### src/rde_pkg.sv
// Shared types and constants of the memory delta run extractor.
// No dependencies; every other file but assert_macros.svh uses it.
`timescale 1ns / 1ps

package rde_pkg;

   localparam int QUEUE_DEPTH = 4;
   localparam int QPTR_W      = $clog2(QUEUE_DEPTH);
   localparam int QCNT_W      = $clog2(QUEUE_DEPTH + 1);

   localparam logic [11:0] WORD_BYTES      = 12'd2;
   localparam logic [11:0] RUN_OPEN_BYTES  = 12'd8;    // run header plus first word
   localparam logic [11:0] RUN_LEN_CAP     = 12'd4094;
   localparam logic [11:0] FILL_CAP        = 12'd4088;
   localparam logic [8:0]  GAP_STEP        = 9'd2;
   localparam logic [7:0]  GAP_SAT         = 8'd255;

   localparam logic [7:0]  GAP_LIMIT_RST   = 8'd12;
   localparam logic [11:0] MAX_RUN_RST     = 12'd1200;
   localparam logic [11:0] PKT_LIMIT_RST   = 12'd1286;

   typedef enum logic [1:0] {
      CSR_GAP_LIMIT = 2'd0,
      CSR_MAX_RUN   = 2'd1,
      CSR_PKT_LIMIT = 2'd2
   } csr_idx_type;

   typedef enum logic [1:0] {
      REC_DATA    = 2'd0,
      REC_HEADER  = 2'd1,
      REC_PKT_END = 2'd2
   } rec_kind_type;

   typedef struct packed {
      logic [7:0]  gap_limit;
      logic [11:0] max_run;
      logic [11:0] pkt_limit;
   } cfg_type;

   // Up to three records caused by one item, always in data, header, end order.
   typedef struct packed {
      logic        has_data;
      logic [15:0] word;
      logic [15:0] addr;
      logic        shadow_write;
      logic        has_hdr;
      logic [16:0] run_start;
      logic [11:0] run_len;
      logic        has_end;
      logic [11:0] payload;
      logic        full;
   } bundle_type;

   typedef struct packed {
      logic has_space;
      logic not_empty;
   } q_status_type;

endpackage

### src/memory_delta_run_extractor.sv
// Top level of the memory delta run extractor: CSRs and the front/queue/back split.
// Depends on rde_pkg, rde_front, rde_queue and rde_back.
//
//   channel | direction | transaction carries
//   --------+-----------+-----------------------------------------------------
//   req_    | in        | word, shadow copy, word address, last-of-extent flag
//   rsp_    | out       | one record: data word, run header or packet end
//   csr_    | in        | register index and write data
//
// Flow: a word giving n records holds the back end until all n are taken, and the
// four-entry bundle queue absorbs short bursts, so the front end takes one word per
// cycle until the queue fills.
// Path: a word's bundle is written into the queue, and each record is then loaded
// into the output register before it is offered on rsp_.
// Reset: synchronous, clears run/packet state, the queue and the output valid,
// and loads the register defaults (gap 12, max run 1200, packet limit 1286).
// Stalls: rsp_ready low holds the output register; req_ready drops only when
// the queue is full. csr_ready is always high.
`timescale 1ns / 1ps

module memory_delta_run_extractor (
   input  logic        clock,
   input  logic        reset,
   // input words
   input  logic        req_valid,
   output logic        req_ready,
   input  logic [15:0] req_word_value,
   input  logic [15:0] req_shadow_value,
   input  logic [15:0] req_word_addr,
   input  logic        req_last_of_extent,
   // records
   output logic        rsp_valid,
   input  logic        rsp_ready,
   output logic [1:0]  rsp_rec_kind,
   output logic [15:0] rsp_data_word,
   output logic [15:0] rsp_data_addr,
   output logic        rsp_shadow_write,
   output logic [16:0] rsp_run_start_byte,
   output logic [11:0] rsp_run_length_bytes,
   output logic [11:0] rsp_payload_bytes,
   output logic        rsp_packet_full,
   output logic        rsp_last,
   // register writes
   input  logic        csr_valid,
   output logic        csr_ready,
   input  logic [1:0]  csr_index,
   input  logic [11:0] csr_data
);

   rde_pkg::cfg_type      cfg_ff, cfg_in;
   rde_pkg::q_status_type q_status;
   rde_pkg::bundle_type   push_bundle, head;
   logic                  push_valid, pop;

   // Accept register writes every cycle; an unknown index is dropped.
   assign csr_ready = 1'b1;

   always_comb begin
      cfg_in = cfg_ff;
      if (csr_valid && csr_ready) begin
         unique case (csr_index)
            rde_pkg::CSR_GAP_LIMIT: cfg_in.gap_limit = csr_data[7:0];
            rde_pkg::CSR_MAX_RUN:   cfg_in.max_run   = csr_data;
            rde_pkg::CSR_PKT_LIMIT: cfg_in.pkt_limit = csr_data;
            default:                cfg_in           = cfg_ff;
         endcase
      end
   end

   always_ff @(posedge clock) begin
      if (reset) begin
         cfg_ff.gap_limit <= rde_pkg::GAP_LIMIT_RST;
         cfg_ff.max_run   <= rde_pkg::MAX_RUN_RST;
         cfg_ff.pkt_limit <= rde_pkg::PKT_LIMIT_RST;
      end else begin
         cfg_ff <= cfg_in;
      end
   end

   // Front end: classify each word and update run/packet state on accept.
   rde_front u_front (
      .clock              (clock),
      .reset              (reset),
      .cfg                (cfg_ff),
      .q_status           (q_status),
      .req_valid          (req_valid),
      .req_ready          (req_ready),
      .req_word_value     (req_word_value),
      .req_shadow_value   (req_shadow_value),
      .req_word_addr      (req_word_addr),
      .req_last_of_extent (req_last_of_extent),
      .push_valid         (push_valid),
      .push_bundle        (push_bundle)
   );

   // Hold bundles while the back end drains multi-record words.
   rde_queue u_queue (
      .clock       (clock),
      .reset       (reset),
      .push        (push_valid),
      .push_bundle (push_bundle),
      .pop         (pop),
      .head        (head),
      .status      (q_status)
   );

   // Back end: emit one record per cycle, in data, header, end order, while bundles wait and rsp_ready is high.
   rde_back u_back (
      .clock                (clock),
      .reset                (reset),
      .head                 (head),
      .q_status             (q_status),
      .pop                  (pop),
      .rsp_valid            (rsp_valid),
      .rsp_ready            (rsp_ready),
      .rsp_rec_kind         (rsp_rec_kind),
      .rsp_data_word        (rsp_data_word),
      .rsp_data_addr        (rsp_data_addr),
      .rsp_shadow_write     (rsp_shadow_write),
      .rsp_run_start_byte   (rsp_run_start_byte),
      .rsp_run_length_bytes (rsp_run_length_bytes),
      .rsp_payload_bytes    (rsp_payload_bytes),
      .rsp_packet_full      (rsp_packet_full),
      .rsp_last             (rsp_last)
   );

endmodule

### src/rde_front.sv
// Front end: accepts words, tracks run and packet state, builds result bundles.
// Depends on rde_pkg.
`timescale 1ns / 1ps

module rde_front (
   input  logic               clock,
   input  logic               reset,
   input  rde_pkg::cfg_type   cfg,
   input  rde_pkg::q_status_type q_status,
   input  logic               req_valid,
   output logic               req_ready,
   input  logic [15:0]        req_word_value,
   input  logic [15:0]        req_shadow_value,
   input  logic [15:0]        req_word_addr,
   input  logic               req_last_of_extent,
   output logic               push_valid,
   output rde_pkg::bundle_type push_bundle
);

   logic [16:0] run_start_ff, run_start_in;
   logic [11:0] run_len_ff, run_len_in;
   logic [7:0]  gap_ff, gap_in;
   logic [11:0] fill_ff, fill_in;
   logic        skip_ff, skip_in;
   logic        accept;

   assign req_ready = q_status.has_space;
   assign accept    = req_valid && req_ready;

   always_comb begin : front_calc
      logic        changed;
      logic        full;
      logic [8:0]  gsum;
      rde_pkg::bundle_type b;

      changed      = (req_word_value != req_shadow_value);
      full         = 1'b0;
      gsum         = '0;
      b            = '0;
      run_start_in = run_start_ff;
      run_len_in   = run_len_ff;
      gap_in       = gap_ff;
      fill_in      = fill_ff;
      skip_in      = skip_ff;

      if (accept) begin
         if (skip_ff) begin
            // drop the word; the extent end resumes normal work
            skip_in = !req_last_of_extent;
         end else begin
            if (run_len_ff != '0) begin
               run_len_in     = run_len_ff + rde_pkg::WORD_BYTES;
               fill_in        = fill_ff + rde_pkg::WORD_BYTES;
               b.has_data     = 1'b1;
               b.shadow_write = changed;
               if (changed) begin
                  gap_in = '0;
               end else begin
                  gsum   = {1'b0, gap_ff} + rde_pkg::GAP_STEP;
                  gap_in = gsum[8] ? rde_pkg::GAP_SAT : gsum[7:0];
               end
            end else if (changed) begin
               run_start_in   = {req_word_addr, 1'b0};
               run_len_in     = rde_pkg::WORD_BYTES;
               gap_in         = '0;
               fill_in        = fill_ff + rde_pkg::RUN_OPEN_BYTES;
               b.has_data     = 1'b1;
               b.shadow_write = 1'b1;
            end
            b.word = req_word_value;
            b.addr = req_word_addr;

            full = (fill_in >= cfg.pkt_limit) || (fill_in >= rde_pkg::FILL_CAP);

            b.run_start = run_start_in;
            b.run_len   = run_len_in;
            if (run_len_in != '0 && (full || gap_in > cfg.gap_limit ||
                run_len_in >= cfg.max_run || run_len_in >= rde_pkg::RUN_LEN_CAP)) begin
               b.has_hdr    = 1'b1;
               run_len_in   = '0;
               run_start_in = '0;
               gap_in       = '0;
            end

            b.payload = fill_in;
            if (full) begin
               b.has_end = 1'b1;
               b.full    = 1'b1;
               fill_in   = '0;
               skip_in   = !req_last_of_extent;
            end else if (req_last_of_extent) begin
               if (run_len_in != '0) begin
                  b.has_hdr    = 1'b1;
                  run_len_in   = '0;
                  run_start_in = '0;
               end
               b.has_end = (fill_in != '0);
               fill_in   = '0;
               gap_in    = '0;
            end
         end
      end

      if (!b.has_data) begin
         b.word         = '0;
         b.addr         = '0;
         b.shadow_write = 1'b0;
      end
      if (!b.has_hdr) begin
         b.run_start = '0;
         b.run_len   = '0;
      end
      if (!b.has_end) begin
         b.payload = '0;
      end

      push_bundle = b;
      push_valid  = accept && !skip_ff && (b.has_data || b.has_hdr || b.has_end);
   end

   always_ff @(posedge clock) begin
      if (reset) begin
         run_start_ff <= '0;
         run_len_ff   <= '0;
         gap_ff       <= '0;
         fill_ff      <= '0;
         skip_ff      <= 1'b0;
      end else begin
         run_start_ff <= run_start_in;
         run_len_ff   <= run_len_in;
         gap_ff       <= gap_in;
         fill_ff      <= fill_in;
         skip_ff      <= skip_in;
      end
   end

endmodule

### src/rde_queue.sv
// Short bundle queue between the front end and the record emitter.
// Depends on rde_pkg.
`timescale 1ns / 1ps

module rde_queue (
   input  logic                  clock,
   input  logic                  reset,
   input  logic                  push,
   input  rde_pkg::bundle_type   push_bundle,
   input  logic                  pop,
   output rde_pkg::bundle_type   head,
   output rde_pkg::q_status_type status
);

   rde_pkg::bundle_type             entry_ff [rde_pkg::QUEUE_DEPTH];
   logic [rde_pkg::QPTR_W-1:0]      wr_ptr_ff, wr_ptr_in;
   logic [rde_pkg::QPTR_W-1:0]      rd_ptr_ff, rd_ptr_in;
   logic [rde_pkg::QCNT_W-1:0]      count_ff, count_in;
   logic                            do_pop;

   localparam logic [rde_pkg::QPTR_W-1:0] PTR_LAST = rde_pkg::QPTR_W'(rde_pkg::QUEUE_DEPTH - 1);
   localparam logic [rde_pkg::QCNT_W-1:0] CNT_FULL = rde_pkg::QCNT_W'(rde_pkg::QUEUE_DEPTH);

   assign status.has_space = (count_ff != CNT_FULL);
   assign status.not_empty = (count_ff != '0);
   assign head             = entry_ff[rd_ptr_ff];
   assign do_pop           = pop && status.not_empty;

   always_comb begin
      wr_ptr_in = wr_ptr_ff;
      rd_ptr_in = rd_ptr_ff;
      count_in  = count_ff;
      if (push) begin
         wr_ptr_in = (wr_ptr_ff == PTR_LAST) ? '0 : wr_ptr_ff + 1'b1;
      end
      if (do_pop) begin
         rd_ptr_in = (rd_ptr_ff == PTR_LAST) ? '0 : rd_ptr_ff + 1'b1;
      end
      case ({push, do_pop})
         2'b10:   count_in = count_ff + 1'b1;
         2'b01:   count_in = count_ff - 1'b1;
         default: count_in = count_ff;
      endcase
   end

   always_ff @(posedge clock) begin
      if (reset) begin
         wr_ptr_ff <= '0;
         rd_ptr_ff <= '0;
         count_ff  <= '0;
      end else begin
         wr_ptr_ff <= wr_ptr_in;
         rd_ptr_ff <= rd_ptr_in;
         count_ff  <= count_in;
      end
   end

   always_ff @(posedge clock) begin
      if (push) begin
         entry_ff[wr_ptr_ff] <= push_bundle;
      end
   end

endmodule

### src/rde_back.sv
// Back end: splits each queued bundle into records on a registered output.
// Depends on rde_pkg.
`timescale 1ns / 1ps

module rde_back (
   input  logic                  clock,
   input  logic                  reset,
   input  rde_pkg::bundle_type   head,
   input  rde_pkg::q_status_type q_status,
   output logic                  pop,
   output logic                  rsp_valid,
   input  logic                  rsp_ready,
   output logic [1:0]            rsp_rec_kind,
   output logic [15:0]           rsp_data_word,
   output logic [15:0]           rsp_data_addr,
   output logic                  rsp_shadow_write,
   output logic [16:0]           rsp_run_start_byte,
   output logic [11:0]           rsp_run_length_bytes,
   output logic [11:0]           rsp_payload_bytes,
   output logic                  rsp_packet_full,
   output logic                  rsp_last
);

   logic [2:0] taken_ff, taken_in;
   logic [2:0] pending, pick;
   logic       last_part, load;
   logic       valid_ff, valid_in;

   rde_pkg::rec_kind_type kind_ff, kind_in;
   logic [15:0] word_ff, addr_ff;
   logic        sw_ff, full_ff, last_ff;
   logic [16:0] start_ff;
   logic [11:0] len_ff, pay_ff;

   // bit 0 data, bit 1 header, bit 2 packet end
   assign pending   = {head.has_end, head.has_hdr, head.has_data} & ~taken_ff;
   assign pick      = pending & (~pending + 3'd1);
   assign last_part = ((pending & ~pick) == 3'd0);
   assign load      = q_status.not_empty && (!valid_ff || rsp_ready);
   assign pop       = load && last_part;

   always_comb begin
      taken_in = taken_ff;
      if (load) begin
         taken_in = last_part ? 3'd0 : (taken_ff | pick);
      end
      valid_in = valid_ff;
      if (load) begin
         valid_in = 1'b1;
      end else if (rsp_ready) begin
         valid_in = 1'b0;
      end
   end

   always_comb begin
      kind_in = rde_pkg::REC_DATA;
      unique case (pick)
         3'b001:  kind_in = rde_pkg::REC_DATA;
         3'b010:  kind_in = rde_pkg::REC_HEADER;
         3'b100:  kind_in = rde_pkg::REC_PKT_END;
         default: kind_in = rde_pkg::REC_DATA;
      endcase
   end

   always_ff @(posedge clock) begin
      if (reset) begin
         taken_ff <= '0;
         valid_ff <= 1'b0;
      end else begin
         taken_ff <= taken_in;
         valid_ff <= valid_in;
      end
   end

   // payload register, loaded with the next record
   always_ff @(posedge clock) begin
      if (load) begin
         kind_ff  <= kind_in;
         word_ff  <= pick[0] ? head.word : 16'd0;
         addr_ff  <= pick[0] ? head.addr : 16'd0;
         sw_ff    <= pick[0] && head.shadow_write;
         start_ff <= pick[1] ? head.run_start : 17'd0;
         len_ff   <= pick[1] ? head.run_len : 12'd0;
         pay_ff   <= pick[2] ? head.payload : 12'd0;
         full_ff  <= pick[2] && head.full;
         last_ff  <= last_part;
      end
   end

   assign rsp_valid            = valid_ff;
   assign rsp_rec_kind         = kind_ff;
   assign rsp_data_word        = word_ff;
   assign rsp_data_addr        = addr_ff;
   assign rsp_shadow_write     = sw_ff;
   assign rsp_run_start_byte   = start_ff;
   assign rsp_run_length_bytes = len_ff;
   assign rsp_payload_bytes    = pay_ff;
   assign rsp_packet_full      = full_ff;
   assign rsp_last             = last_ff;

endmodule

### config.mk
export PLATFORM = sky130hd
export DESIGN_NAME = memory_delta_run_extractor
export DESIGN_NICKNAME = d
export VERILOG_FILES = /design/src/rde_pkg.sv /design/src/memory_delta_run_extractor.sv /design/src/rde_front.sv /design/src/rde_queue.sv /design/src/rde_back.sv
export SDC_FILE = /design/constraint.sdc
export NUM_CORES = 1
export LEC_CHECK = 0
export BUFFER_PORTS_ARGS = -buffer_cell sky130_fd_sc_hd__buf_2
export CAP_MARGIN = 20
export CORE_ASPECT_RATIO = 1.4
export CORE_MARGIN = 4
export CORE_UTILIZATION = 40
export DETAILED_ROUTE_END_ITERATION = 8
export GPL_ROUTABILITY_DRIVEN = 0
export PLACE_DENSITY = 0.56
export SETUP_SLACK_MARGIN = 0.5
export SYNTH_ARGS = -nofsm -noshare
export SYNTH_HDL_FRONTEND = slang
export SYNTH_SLANG_ARGS = --single-unit
export TNS_END_PERCENT = 100
### constraint.sdc
create_clock -name clock -period 8.3 [get_ports clock]
set_input_delay 0.415 -clock clock [delete_from_list [all_inputs] [get_ports clock]]
set_output_delay 0.415 -clock clock [all_outputs]
set_load 0.01 [all_outputs]
---- Yosys cells after proc, flatten, opt, wreduce, memory -nomap -nowiden ----
Memory sizes are Yosys's and may differ from the RTL's. A register that Yosys moved wholly into a read port is not among the register bits.
Index checks and enable logic that the tools add are counted.
word-level totals
  register bits ........................... 171
  memory bits (writable) .................. 312
  input bits .............................. 68
  output and inout bits ................... 81
  logic and storage cells ................. 146
  memories ................................ 1
memory list
  name              words  width  read ports  clocked after Yosys merged registers in  wr ports  line             RTL
  u_queue.entry_ff  4      78     1           1                                        1         rde_queue.sv:15  rde_pkg::bundle_type entry_ff [rde_pkg::QUEUE_DEPTH];
cells by class
  add/subtract/negate cells ............... 9
  magnitude comparators ................... 5
  eq/ne operators ......................... 10
  mux-type cells .......................... 59
  bitwise logic cells ..................... 8
  reductions and logical operators ........ 32
operators with widths
  kind                                                              number
  12-bit two-way mux                                                17
  78-bit two-way mux                                                2
  17-bit two-way mux                                                6
  8-bit two-way mux                                                 9
  12-bit nonzero test                                               4
  33-bit two-way mux                                                1
  29-bit two-way mux                                                1
  12-bit by 2-bit adder with 12-bit output (second input constant)  2
  12-bit >= comparator                                              2
  12-bit >= comparator (second input constant)                      2
  1-bit two-way mux                                                 16
  16-bit != test                                                    1
  12-bit by 4-bit adder with 12-bit output (second input constant)  1
  8-bit by 2-bit adder with 9-bit output (second input constant)    1
  3-bit AND                                                         3
  1-bit logical AND                                                 9
  3-bit inverter                                                    3
  2-bit == test (second input constant)                             4
  8-bit greater-than comparator                                     1
  2-bit two-way mux                                                 4
  2-bit AND reduction                                               4
  1-bit logical OR                                                  7
  3-bit by 1-bit adder with 3-bit output (second input constant)    2
  3-bit one-hot mux with 2 select lines                             1
  15 further kinds                                                  20

---- Depth between registers and ports, before layout ----
  word-level depth ........................ 25
  gate-level depth with buffers ........... 22
  depth with buffers taken out ............ 20

---- By module ----
Synthesis repeated with hierarchy kept, for this count alone.
second synthesis, totals
  cells, all modules ...................... 1378
  area, all modules ....................... 20718.6 µm²
by module, submodules not included
  module                      instances  cells each  area an instance (µm²)  sequential area each (µm²)
  rde_queue                   1          457         11727.5                 9549.2
  rde_front                   1          596         4498.1                  980.9
  rde_back                    1          194         3158.0                  2422.3
  memory_delta_run_extractor  1          131         1335.0                  640.6

---- Worst setup path before layout ----
No wires, ideal clock.
  path type ............................... input to register
  from .................................... in rsp_ready
  to ...................................... reg u_queue.count_ff[2] (netlist bit)
  setup time .............................. 70 ps
  arrival time ............................ 6325 ps
  required time ........................... 8230 ps
  path slack .............................. 1904 ps
  stages on the path ...................... 10
  path buffers ............................ 0
  cell sequence ........................... inv_1 > a21oi_1 > nand2_1 > inv_1 > ha_1 > inv_1 > fa_1 > xor2_1 > or3_1 > a21oi_1
between the ends
  longest elaborated chain between the ends .. 6
  elaborated cells on any way between the ends .. 8
  those cells by class .................... 2 x eq/ne; 1 x mux; 5 x reduce/logical
ends and longest elaborated chain
  what                                                                                line                              RTL
  start, declared                                                                     memory_delta_run_extractor.sv:33  input logic rsp_ready,
  1-bit logical OR (*)                                                                rde_back.sv:39                    assign load = q_status.not_empty && (!valid_ff || rsp_ready);
  1-bit logical AND (*)                                                               rde_back.sv:39
  net u_back.load                                                                     rde_back.sv:26                    logic last_part, load;
  1-bit logical AND (*)                                                               rde_back.sv:40                    assign pop = load && last_part;
  1-bit logical AND (*)                                                               rde_queue.sv:27                   assign do_pop = pop && status.not_empty;
  net u_queue.do_pop                                                                  rde_queue.sv:19                   logic do_pop;
  2-bit by 1-bit == test with 1-bit output / 2-bit == test (equally long branches)    rde_queue.sv:39                   case ({push, do_pop})
  3-bit one-hot mux with 2 select lines / 2-bit nonzero test (equally long branches)  --
  end signal, assigned                                                                rde_queue.sv:54                   count_ff <= count_in;
  end, declared                                                                       rde_queue.sv:18                   logic [rde_pkg::QCNT_W-1:0] count_ff, count_in;
Mark *: on every way through the listed nets, which the timed path passes. The rest lies on a longest branch.
A chain may end at the register's enable or synchronous reset.

---- Final worst setup path ----
  from .................................... reg u_front.run_len_ff[7]
  to ...................................... mem u_queue.entry_ff[1][38] (netlist bit), enable pin
between the ends
  longest elaborated chain between the ends .. 24
  elaborated cells on any way between the ends .. 42
  those cells by class .................... 1 x add/sub; 5 x order compare; 24 x mux; 12 x reduce/logical
ends and longest elaborated chain
  what                                                                                               line              RTL
  start, declared                                                                                    rde_front.sv:21   logic [11:0] run_len_ff, run_len_in;
  start signal, assigned                                                                             rde_front.sv:130  run_len_ff <= run_len_in;
  parallel branches: the longest is 17 deep, another holds 12-bit by 2-bit adder with 12-bit output  --
  78-bit two-way mux (*)                                                                             rde_front.sv:47   if (skip_ff) begin
  78-bit two-way mux (*)                                                                             rde_front.sv:46   if (accept) begin
  1-bit logical OR                                                                                   rde_front.sv:118  push_valid = accept && !skip_ff && (b.has_data || b.has_hdr || b.has_end);
  1-bit logical OR (*)                                                                               rde_front.sv:118
  1-bit logical AND (*)                                                                              rde_front.sv:118
  1-bit two-way mux (*)                                                                              rde_queue.sv:59   if (push) begin
  1-bit two-way mux (implied by the code) (*)                                                        rde_queue.sv:60   entry_ff[wr_ptr_ff] <= push_bundle;
  end, declared                                                                                      rde_queue.sv:15
Every way passes the cells marked *. The select of a mux whose other input is x is not followed.

==> impl_metrics.toml <==
[timing]
maxSlewHeadroom_pct = 32.35
setup_viol = 0
post-route-min-period_ns = 6.020
skew_ns = 0.02155
hold_violations = 0
fmax_mhz = 166.1
setup_slack_ns = 2.280
tightestPinTransition_ns = 1.015
fin_crit_sh_pct = 72.53
fin_tns_setup_ns = 0
slew_viol_final = 0
hold_ws_ns = 0.1004
rsz0062_at_grt = "false"

[route]
dr_total_vias = 11240
routed_wl_mm = 44.71
drtPass1Iterations = 5
via_per_inst = 5.222
drc = 0
dr.first_iter.drc_count = 632
ant_nets = 0
avgRoutedWirePerCell_um = 20.77

[clock_network]
cts_hold_buf = 0
htreeDepth = 2
cts_num_sinks = 484
clkLatencyLatePin_ns = 0.57
cts_tree = "done"
postCtsSetupBuffers = 0
root_buffer = "clkbuf_16"
clkTransAtPathRegs_ns = 0.06
numCtsBuffers = 46
clockBufferDepth = 3
ctsResizeCount = 0

[critical_path]
startpoint_type = "flip-flop"
endpoint_kind = "flip-flop"
cp.arrival_ns = 6.27
reg2reg_slack_ns = 2.28
worstPathMaxFanout = 52
required_ns = 8.55
path_class = "reg -> reg"

[floorplan]
die_y_um = 273.0
die-area_um2 = 53840
fp.coreArea_um2 = 49370
die_x_um = 197.3
start_util_pct = 40.63
rows = 96
ios = 149

[place]
hpwl_mm = 29.52
place_area_um2 = 21480
port_buffers = 147
placed_cells = 2067
post-place-ws_ns = 2.230

[finish]
layout-drive-gt1-share_pct = 22.43
final_common_cell = "edfxtp_1"
area_delta_synth_final_pct = 14.28
nets = 1589
final_util_pct = 46.43
final_area_um2 = 22920
mostFrequentLayoutCells = "edfxtp_1, buf_2, nand2_1"
final_cells = 2153
antenna_cells = 0

[yosys]
postSynthCellCount = 1330
ys_seq_area_share_pct = 67.77
syn_area_um2 = 20060
synth_edf_count = 390
synth-main-ff-cell = "edfxtp_1"
yosysWarnings = 0
async_reset_ff_share_pct = 0
synth-seq-cells = 484
yosysUniqueCellTypes = 69
post_synth.cell_area_avg_um2 = 15.08

[power_and_ir_drop]
intPower_mw = 4.898
switching_share_pct = 29.04
p_sw_mw = 2.004
power_frac_clock_pct = 29.1
vdd_drop_max_mv = 0.2015
total_power_mw = 6.903
powerDensity_nw_per_um2 = 301.1
seqPwrFrac_pct = 48.4
p_leak_nw = 8.394
p_comb_share_pct = 22.4

[global_routing]
overflow = 0
grt_max_degree = 70
grtUsageTotal_pct = 16.45
antenna_found_initial = 0
grt_pass1_wl_mm = 69.07
grt_pass1_vias = 11710

[outcome]
status = "completed"

[job]
cap_violations = 0

[hold_path]
hp-class = "in -> reg"
[cell families after synthesis]
group / share of synthesized area [%]
compound gates: 6.462
flops: 67.77
xor+xnor: 1.485
other cells: 0.03744
simple gates: 10.18
buf+inv: 2.514
fa+ha+maj: 2.707
mux: 8.845
[per-layer routing]
metal  vias to the layer above  share of wire (%)  track usage, %
li1                       5307                  -               -
met1                      5666                 40           19.94
met2                       218                 54           30.46
met3                        53                3.9           2.405
met4                         0                2.0           4.345
met5                         -                  0               0
[final timing paths]
path,cells past startpoint,from,to
worst min register to register,1,u_front.run_start_ff[0],u_front.run_start_ff[0]
worst max-delay path,13,u_front.run_len_ff[7],u_queue.entry_ff[1][38]
worst max register to register,13,u_front.run_len_ff[7],u_queue.entry_ff[1][38]
worst min-delay path,2,csr_data[8],cfg_ff[8]
[worst max-delay path, cell delays in order (launching register included)]
cell and delay (ns):
dfxtp_1 0.41, nor4_4 0.39, and3_1 0.68, nand2_1 0.66, o21ai_1 0.64, inv_1 0.16
ha_1 0.31, o211ai_1 0.08, a31o_2 0.25, a21oi_1 0.38, nor3_1 0.12, a31oi_2 0.43
and2_4 0.77, buf_4 0.38
[cell usage after synthesis (all sizes together), types with 23 or more instances]
| library cell | number | area (um2) |
|---|---|---|
| a21oi | 60 | 304.0 |
| a22o | 31 | 271.5 |
| and2 | 48 | 300.3 |
| and3 | 37 | 231.5 |
| buf | 23 | 128.9 |
| clkbuf | 45 | 168.9 |
| dfxtp | 94 | 1882 |
| edfxtp | 390 | 11710 |
| ha | 41 | 513.0 |
| inv | 55 | 206.4 |
| mux4 | 77 | 1734 |
| nand2 | 102 | 385.4 |
| nor2 | 68 | 260.3 |
| nor2b | 52 | 325.3 |
| xor2 | 26 | 227.7 |
[registers in the layout (all words and copies together) (netlist names), named ones only]
signal	flops
u_back.rsp_valid	1
u_front.fill_ff	11
cfg_ff	32
u_queue.wr_ptr_ff	2
u_front.run_start_ff	17
u_front.skip_ff	1
u_queue.entry_ff	312
u_back.rsp_rec_kind	2
u_back.rsp_payload_bytes	12
u_back.rsp_shadow_write	1
u_back.rsp_run_length_bytes	12
u_back.rsp_data_addr	16
u_queue.rd_ptr_ff	2
u_back.taken_ff	3
u_back.rsp_packet_full	1
u_back.rsp_run_start_byte	17
u_back.rsp_data_word	16
u_back.rsp_last	1
u_front.gap_ff	8
u_queue.count_ff	3
u_front.run_len_ff	12
[layout make-up]
class / instances / area [um2]
fill: 4345 / 26440
sequential: 484 / 13600
multi-input combinational: 726 / 6008
clock buffer: 57 / 1214
timing repair buffer: 166 / 882.1
tap: 637 / 797.0
clock inverter: 28 / 215.2
inverter: 55 / 206.4
[power by group through the flow]
| stage | clock network [mW] | registers, mW | logic (mW) |
|---|---|---|---|
| 3_5_place_dp | 0 | 3.40 | 1.60 |
| 5_1_grt | 2.17 | 3.39 | 1.71 |
| 6_report | 2.01 | 3.34 | 1.55 |
| 2_1_floorplan | 0 | 3.52 | 0.885 |
| 4_1_cts | 2.07 | 3.35 | 1.61 |
| 3_3_place_gp | 0 | 3.39 | 1.59 |
No activity file was read; power rests on OpenSTA's default activity.
